## src/rmt_pkg.sv

```systemverilog
`timescale 1ns / 1ps
// ----------------------------------------------------------------------------
// rmt_pkg: shared definitions of the range match type table
// Codes, default sizes and the entry and query records that move along the
// chain of table cells.
// ----------------------------------------------------------------------------
package rmt_pkg;

    // Default number of table cells.
    localparam int TABLE_DEPTH_DEF = 128;

    // Field widths fixed by the item format.
    localparam int CODE_W = 16;
    localparam int KIND_W = 16;
    localparam int MASK_W = 6;
    localparam int CAT_W  = 2;
    localparam int STAT_W = 2;

    // Operation codes.
    localparam logic OP_INSERT = 1'b0;
    localparam logic OP_LOOKUP = 1'b1;

    // Category codes.
    localparam logic [CAT_W-1:0] CAT_POINT   = 2'd0;
    localparam logic [CAT_W-1:0] CAT_LINE    = 2'd1;
    localparam logic [CAT_W-1:0] CAT_AREA    = 2'd2;
    localparam logic [CAT_W-1:0] CAT_INVALID = 2'd3;

    // Status codes.
    localparam logic [STAT_W-1:0] ST_OK     = 2'd0;
    localparam logic [STAT_W-1:0] ST_FULL   = 2'd1;
    localparam logic [STAT_W-1:0] ST_BADCAT = 2'd2;

    // One table entry, held by one cell.
    typedef struct packed {
        logic [CODE_W-1:0] low;
        logic [CODE_W-1:0] high;
        logic [KIND_W-1:0] kind;
        logic [MASK_W-1:0] mask;
        logic [CAT_W-1:0]  group;
    } t_entry;

    // A lookup in flight, with the best match found so far.
    typedef struct packed {
        logic              valid;
        logic [CAT_W-1:0]  cat;
        logic [CODE_W-1:0] code;
        logic              found;
        logic [KIND_W-1:0] kind;
        logic [MASK_W-1:0] mask;
    } t_query;

endpackage

```

## src/rmt_cell.sv

```systemverilog
`timescale 1ns / 1ps
// ----------------------------------------------------------------------------
// rmt_cell: one cell of the range table
// Holds one entry, shifts it to the next cell on insert, and checks a passing
// lookup against that entry before handing the lookup on.
// ----------------------------------------------------------------------------
module rmt_cell (
    input  logic            i_clk,
    input  logic            i_rst_n,
    input  logic            i_shift,
    input  logic            i_live,
    input  rmt_pkg::t_entry i_entry,
    output rmt_pkg::t_entry o_entry,
    input  rmt_pkg::t_query i_query,
    output rmt_pkg::t_query o_query
);

    rmt_pkg::t_entry r_entry;
    rmt_pkg::t_query r_query;
    rmt_pkg::t_query n_query;
    logic            w_point_hit;
    logic            w_range_hit;
    logic            w_hit;

    // Entry storage: a new entry pushes the older ones one cell down.
    always_ff @(posedge i_clk) begin
        if (i_shift) begin
            r_entry <= i_entry;
        end
    end

    // Match test of the passing lookup against the held entry.
    assign w_point_hit = (r_entry.high == '0) && (r_entry.low == i_query.code);
    assign w_range_hit = (r_entry.low <= i_query.code) && (i_query.code <= r_entry.high);
    assign w_hit       = i_live && i_query.valid && !i_query.found &&
                         (r_entry.group == i_query.cat) && (w_point_hit || w_range_hit);

    // The first hit along the chain is the newest entry, so later cells keep it.
    always_comb begin
        n_query = i_query;
        if (w_hit) begin
            n_query.found = 1'b1;
            n_query.kind  = r_entry.kind;
            n_query.mask  = r_entry.mask;
        end
    end

    // Lookup stage register; only the valid flag needs a reset.
    always_ff @(posedge i_clk) begin
        if (!i_rst_n) begin
            r_query.valid <= 1'b0;
        end else begin
            r_query <= n_query;
        end
    end

    assign o_entry = r_entry;
    assign o_query = r_query;

endmodule

```

## config.mk

```make
export PLATFORM = sky130hd
export DESIGN_NAME = rmt_cell
export DESIGN_NICKNAME = d
export VERILOG_FILES = /design/src/rmt_pkg.sv /design/src/rmt_cell.sv
export SDC_FILE = /design/constraint.sdc
export NUM_CORES = 1
export LEC_CHECK = 0
export BUFFER_PORTS_ARGS = -buffer_cell sky130_fd_sc_hd__buf_2
export CORE_ASPECT_RATIO = 0.6
export CORE_UTILIZATION = 44
export DETAILED_ROUTE_END_ITERATION = 10
export PLACE_DENSITY = 0.77
export SLEW_MARGIN = 20
export SYNTH_ARGS = -nofsm -noshare
export SYNTH_HDL_FRONTEND = slang
export SYNTH_SLANG_ARGS = --single-unit
export TNS_END_PERCENT = 1
```

## constraint.sdc

```tcl
create_clock -name i_clk -period 2.9 [get_ports i_clk]
set_input_delay 0 -clock i_clk [delete_from_list [all_inputs] [get_ports i_clk]]
set_output_delay 0 -clock i_clk [all_outputs]
set_load 0.02 [all_outputs]
```

==> impl_metrics.csv, run 1 <==
group,metric,value,unit
logic_synthesis,synth_warnings,0,
placed_design,gp_congestion,0.777,
routing,detail-route-antenna-nets,0,
routing,wl,12.6,mm
sta,rsz0062_at_grt,"true",
placed_design,post-place-ws,-0.167,ns
layout,n_antenna_cell,0,
logic_synthesis,synth_cells,246,
grt,grt_max_degree,43,
routing,wl_met3,974,µm
flow_run,cap_violations,0,
routing,drtIter0Drc,158,
logic_synthesis,synth.distinct_cells,30,
critical_path,crit_path_end_kind,"flip-flop",
clocking,root_buffer,"clkbuf_16",
grt,overflow,0,
layout,nets,711,
floorplanning,ios,200,
critical_path,path_class,"flip-flop to flip-flop",
routing,drcViolationCount,0,
grt,grt_usage,26.0,%
sta,fin_ws,0.107,ns
routing,wire_per_inst,17.6,µm
floorplanning,die_h,77.4,µm
power_and_ir_drop,p_leak,3.15,nW
layout,fill_cells,593,
sta,fin_crit,2.79,ns
clocking,path_clk_slew,0.07,ns
grt,grt_pass1_vias,3708,
sta,max-slew-margin-rel,28.8,%
clocking,cts_tree,"yes",
status,status,"finished clean",
clocking,htreeDepth,3,
layout,seq_area,2930,µm²
power_and_ir_drop,fin_total_pwr,3.66,mW
routing,wl_met2,6.21,mm
logic_synthesis,ys_ff_latch,98,
layout,drive_above_1_share,45.9,%
routing,m1WireLength,5.24,mm
sta,worst_pin_slew,1.07,ns
logic_synthesis,ys_seq_area_share,70.3,%
worst_hold_path,hp-class,"primary input to flip-flop",
routing,vias,3419,
routing,top_layer_used,"met4",
logic_synthesis,syn-mean-instance-area,17.0,µm²
floorplanning,die_w,128,µm
sta,hold_violations,0,
critical_path,worstPathMaxFanout,12,
floorplanning,initial_utilization,45.4,%
sta,setup-violations-final,0,
clocking,numCtsBuffers,9,
sta,fmax,0.358,GHz
routing,drtPass1Iterations,4,
logic_synthesis,netlist.area_leader.share,69.8,%
logic_synthesis,netlist_area,4170,µm²
floorplanning,die_area,9890,µm²
critical_path,worstPathRequired,2.99,ns
placed_design,io_buffers,199,
power_and_ir_drop,power_density,533,nW/µm²
logic_synthesis,synth.area.top_cells,"edfxtp_1 70%, ha_1 9.6%, mux2_4 6.8%",
layout,multiInputGateArea,1150,µm²
logic_synthesis,postSynthNetCount,380,
clocking,clockBufferDepth,2,
layout,area_delta_synth_final,64.3,%
clocking,cts.sinks,98,
grt,grt_pass1_wl,19.0,mm
critical_path,cp-start-kind,"flip-flop",
power_and_ir_drop,vdd_ir_drop_max,349,µV
routing,via_per_inst,4.80,
grt,antenna_found_initial,0,
sta,finalMaxSlewViolations,0,
critical_path,crit_arrival,2.88,ns
clocking,insertion_delay,0.34,ns
floorplanning,rows,27,
placed_design,hpwl,7.81,mm
logic_synthesis,synth_top_cell_by_area,"edfxtp_1",
logic_synthesis,ys.flop_type,"edfxtp_1",
sta,skew,0.00682,ns
floorplanning,core,9190,µm²
logic_synthesis,async_reset_ff_share,0,%
sta,period_share,96.3,%
logic_synthesis,synth-edff-count,97,
==> critical path, stage by stage, from the launching register on <==
cell and delay [ns]:
edfxtp_1 0.41, ha_1 0.32, nand4_1 0.12, or2_1 0.30, or4_4 0.56, a21oi_4 0.22
o22ai_4 0.11, buf_12 0.19, mux2_4 0.30
==> layer usage <==
layer / GRT usage, % / up-vias
li1: - / 1602
met2: 45.7 / 171
met3: 7.66 / 13
met5: 0 / -
met4: 7.41 / 0
met1: 31.2 / 1633
==> area by class of cell <==
class | count | area share [%]
timing repair buffer | 321 | 31.6
sequential | 98 | 42.8
inverter | 33 | 1.81
multi-input combinational | 114 | 16.8
clock buffer | 9 | 3.28
tap | 130 | 2.37
clock inverter | 7 | 1.35
==> final timing paths <==
kind | cells after the start | end | slack (ns) | startpoint
hold / removal | 1 | o_entry[26] | 0.21 | i_shift
setup / recovery | 8 | o_query[15] | 0.11 | o_entry[53]
hold reg to reg | 1 | o_query[14] | 0.58 | o_entry[16]
setup reg to reg | 8 | o_query[15] | 0.11 | o_entry[53]
==> sequential cells by signal (all words and copies together) (netlist names) <==
register,count
o_query,42
o_entry,56
==> synth_stat cells, drive strengths merged (2+ instances only) <==
master	n
nand3	3
nand4	9
o211ai	3
buf	2
nor4	5
a21oi	12
a211oi	3
o21ai	2
ha	32
nor2b	2
xor2	2
mux2	22
inv	33
or4	3
nand2	3
edfxtp	97
a21o	3
==> where the power goes <==
part           internal, mW  total (mW)  switching [mW]
registers              1.68        1.73          0.0480
clock network         0.754        1.27           0.515
logic                 0.311       0.664           0.352
==> cells in the final DEF (no fill, tap or decap), types with 3 or more instances in the layout <==
master | netlist | final
edfxtp_1 | 97 | 97
a21o_1 | 3 | 3
mux2_2 | 3 | 3
o211ai_1 | 3 | 3
buf_4 | 0 | 23
clkbuf_16 | 0 | 9
ha_1 | 32 | 32
nand3_1 | 3 | 3
a21oi_1 | 12 | 11
nand4_1 | 9 | 9
buf_2 | 0 | 199
dlygate4sd3_1 | 0 | 98
nand2_1 | 3 | 3
inv_1 | 33 | 33
mux2_4 | 19 | 19
nor4_1 | 5 | 4
==> logic make-up after synthesis <==
group | count (synthesis) | synth area share, %
AO/OA/AOI/OAI | 26 | 4.11
flip-flops | 98 | 70.3
XOR/XNOR | 2 | 0.420
buffers and inverters | 35 | 3.51
multiplexers | 22 | 7.64
adder cells (fa/ha/maj) | 32 | 9.59
AND/OR/NAND/NOR | 31 | 4.47
==> per-stage QoR <==
stage	instances	TNS, ns	area [µm²]	hold slack [ns]	util (%)
final	712	0	6860	0.214	74.6
after global routing	712	-0.00268	6860	0.229	74.6
after CTS	711	0	6830	0.242	74.3
after detailed placement	596	-2.41	5490	0.178	59.7
after global placement	596	-0.167	5490	0.176	59.7
after floorplan	246	0	4170	0.0989	-
==> timing repair <==
action	4_1_cts	5_1_grt
setup endpoints to repair	22	22
hold buffers	98	0
buffers inserted	0	1
resized for setup	4	2
pin swaps	1	1
cloned	1	0
endpoints found under the hold margin	98	0
Note: power is estimated with default switching activity, not from simulation.
==> run 2, diff against run 1 <==
--- a/config.mk
+++ b/config.mk
@@ -8,6 +8,7 @@
 export BUFFER_PORTS_ARGS = -buffer_cell sky130_fd_sc_hd__buf_2
 export CORE_ASPECT_RATIO = 0.6
 export CORE_UTILIZATION = 44
+export CTS_BUF_LIST = sky130_fd_sc_hd__clkbuf_4
 export DETAILED_ROUTE_END_ITERATION = 10
 export PLACE_DENSITY = 0.77
 export SLEW_MARGIN = 20
==> impl_metrics.csv, run 2 (same netlist as run 1, synthesis figures left out) <==
group,metric,value,unit
status,status,"finished clean",
sta,setup-violations-final,0,
critical_path,path_cells,"ha_1, nand4_1, or2_4, or4_4, a21oi_4, buf_4, o22ai_4, mux2_4",
placed_design,io_buffers,199,
floorplanning,core,9190,µm²
layout,n_antenna_cell,0,
routing,wire_per_inst,17.6,µm
power_and_ir_drop,intPower,2.34,mW
routing,wl_met3,944,µm
sta,worst_pin_slew,1.02,ns
power_and_ir_drop,p_seq_share,53.8,%
sta,period_share,96.6,%
grt,grt_max_degree,43,
placed_design,place_inst,596,
power_and_ir_drop,power_density,474,nW/µm²
flow_run,cap_violations,0,
sta,finalMaxSlewViolations,0,
clocking,root_buffer,"clkbuf_4",
critical_path,crit_arrival,3.01,ns
floorplanning,die_area,9890,µm²
routing,detail-route-antenna-nets,0,
grt,antenna_found_initial,0,
power_and_ir_drop,p_sw_share,27.1,%
layout,fin_area,6770,µm²
clocking,clockBufferDepth,2,
worst_hold_path,hp-class,"primary input to flip-flop",
clocking,cts_tree,"yes",
grt,grt_pass1_vias,3682,
layout,fin_cells,717,
routing,via_per_inst,4.79,
layout,largest_register_ffs,56,
routing,top_layer_used,"met4",
layout,nets,716,
grt,grt_pass1_wl,18.8,mm
routing,vias,3433,
power_and_ir_drop,p_leak,3.10,nW
sta,hold_violations,0,
layout,drive_above_1_share,46.7,%
power_and_ir_drop,p_comb_share,20.9,%
clocking,path_clk_slew,0.15,ns
routing,m1WireLength,5.47,mm
layout,area_delta_synth_final,62.1,%
grt,grt_usage,25.7,%
sta,fmax,0.357,GHz
routing,drtPass1Iterations,4,
layout,layout_common_cells,"199 x buf_2, 98 x dlygate4sd3_1, 97 x edfxtp_1",
placed_design,dpl_cell_area,5490,µm²
placed_design,gp_congestion,0.777,
sta,fin_crit,2.80,ns
clocking,numCtsBuffers,9,
critical_path,worstPathRequired,3.11,ns
sta,rsz0062_at_grt,"false",
floorplanning,initial_utilization,45.4,%
floorplanning,die_h,77.4,µm
critical_path,path_class,"flip-flop to flip-flop",
power_and_ir_drop,vdd_ir_drop_max,361,µV
critical_path,crit_path_end_kind,"flip-flop",
routing,drcViolationCount,0,
routing,drtIter0Drc,182,
routing,wl,12.6,mm
routing,wl_met2,6.03,mm
placed_design,hpwl,7.81,mm
grt,overflow,0,
floorplanning,rows,27,
floorplanning,die_w,128,µm
critical_path,critPathMaxStageDelay,0.56,ns
critical_path,worstPathMaxFanout,6,
critical_path,cp-start-kind,"flip-flop",
power_and_ir_drop,p_clk_share,25.3,%
clocking,insertion_delay,0.44,ns
worst_hold_path,hold_depth,1,
sta,max-slew-margin-rel,31.7,%
critical_path,crit_slowest_cell,"or4_4",
floorplanning,ios,200,
critical_path,ff2ff_path_depth,8,
layout,final_common_cell,"buf_2",
sta,skew,0.0113,ns
power_and_ir_drop,p_switching,0.867,mW
clocking,htreeDepth,3,
clocking,cts.sinks,98,
[run 2: cell count changes in the layout (fill, tap and decap cells not counted), sizes merged]
cell	change
o22ai	+2
buf	+3
[run 2: through the flow]
step	setup slack [ns]	hold slack, ns	utilization (%)	TNS [ns]	power (mW)
floorplan	0.195	0.0989	-	0	2.01
global placement	-0.0569	0.176	59.7	-0.167	2.27
detailed placement	-0.167	0.178	59.7	-2.41	2.29
CTS	0.0209	0.0978	72.6	0	3.20
global route	0.0159	0.0860	73.6	0	3.33
finish	0.0977	0.108	73.6	0	3.20
[run 2: power by group through the flow]
| stage | logic, mW | clock network, mW | registers (mW) |
|---|---|---|---|
| 3_3_place_gp | 0.522 | 0 | 1.75 |
| 5_1_grt | 0.718 | 0.873 | 1.73 |
| 6_report | 0.669 | 0.811 | 1.72 |
| 3_5_place_dp | 0.539 | 0 | 1.75 |
| 2_1_floorplan | 0.127 | 0 | 1.89 |
| 4_1_cts | 0.649 | 0.834 | 1.72 |
[run 2: cell type report]
cell class                 count  area [µm²]
clock buffer                   9        67.6
clock inverter                 7        92.6
fill                         610        2420
inverter                      33         124
multi-input combinational    116        1210
sequential                    98        2930
tap                          130         163
timing repair buffer         324        2180
[run 2: path summary, 6_finish.rpt]
| kind | from | end | slack, ns |
|---|---|---|---|
| worst max-delay path | o_entry[55] | o_query[9] | 0.1 |
| worst min-delay path | i_shift | o_entry[25] | 0.11 |
| worst max register to register | o_entry[55] | o_query[9] | 0.1 |
| worst min register to register | o_entry[16] | o_query[14] | 0.58 |
[run 2: metal layers]
layer  global-route usage [%]  vias to the layer above
li1                         -                     1621
met1                     31.0                     1639
met2                     44.1                      155
met3                     8.41                       18
met4                     7.65                        0
met5                        0                        -
[run 2: what timing repair did]
item | 4_1_cts | 5_1_grt
hold buffers | 98 | 0
setup buffers | 0 | 4
hold endpoints to repair | 98 | 0
gates resized for setup | 4 | 7
cloned | 1 | 2
pin swaps | 1 | 4
setup endpoints to repair | 22 | 22
[run 2: worst max-delay path, delay by kind of cell, from the launching register on]
| family | cells | cell delay, ns |
|---|---|---|
| compound gates | 2 | 0.32 |
| fa+ha+maj | 1 | 0.34 |
| buf+inv | 1 | 0.17 |
| flops | 1 | 0.42 |
| mux | 1 | 0.35 |
| simple gates | 3 | 0.98 |
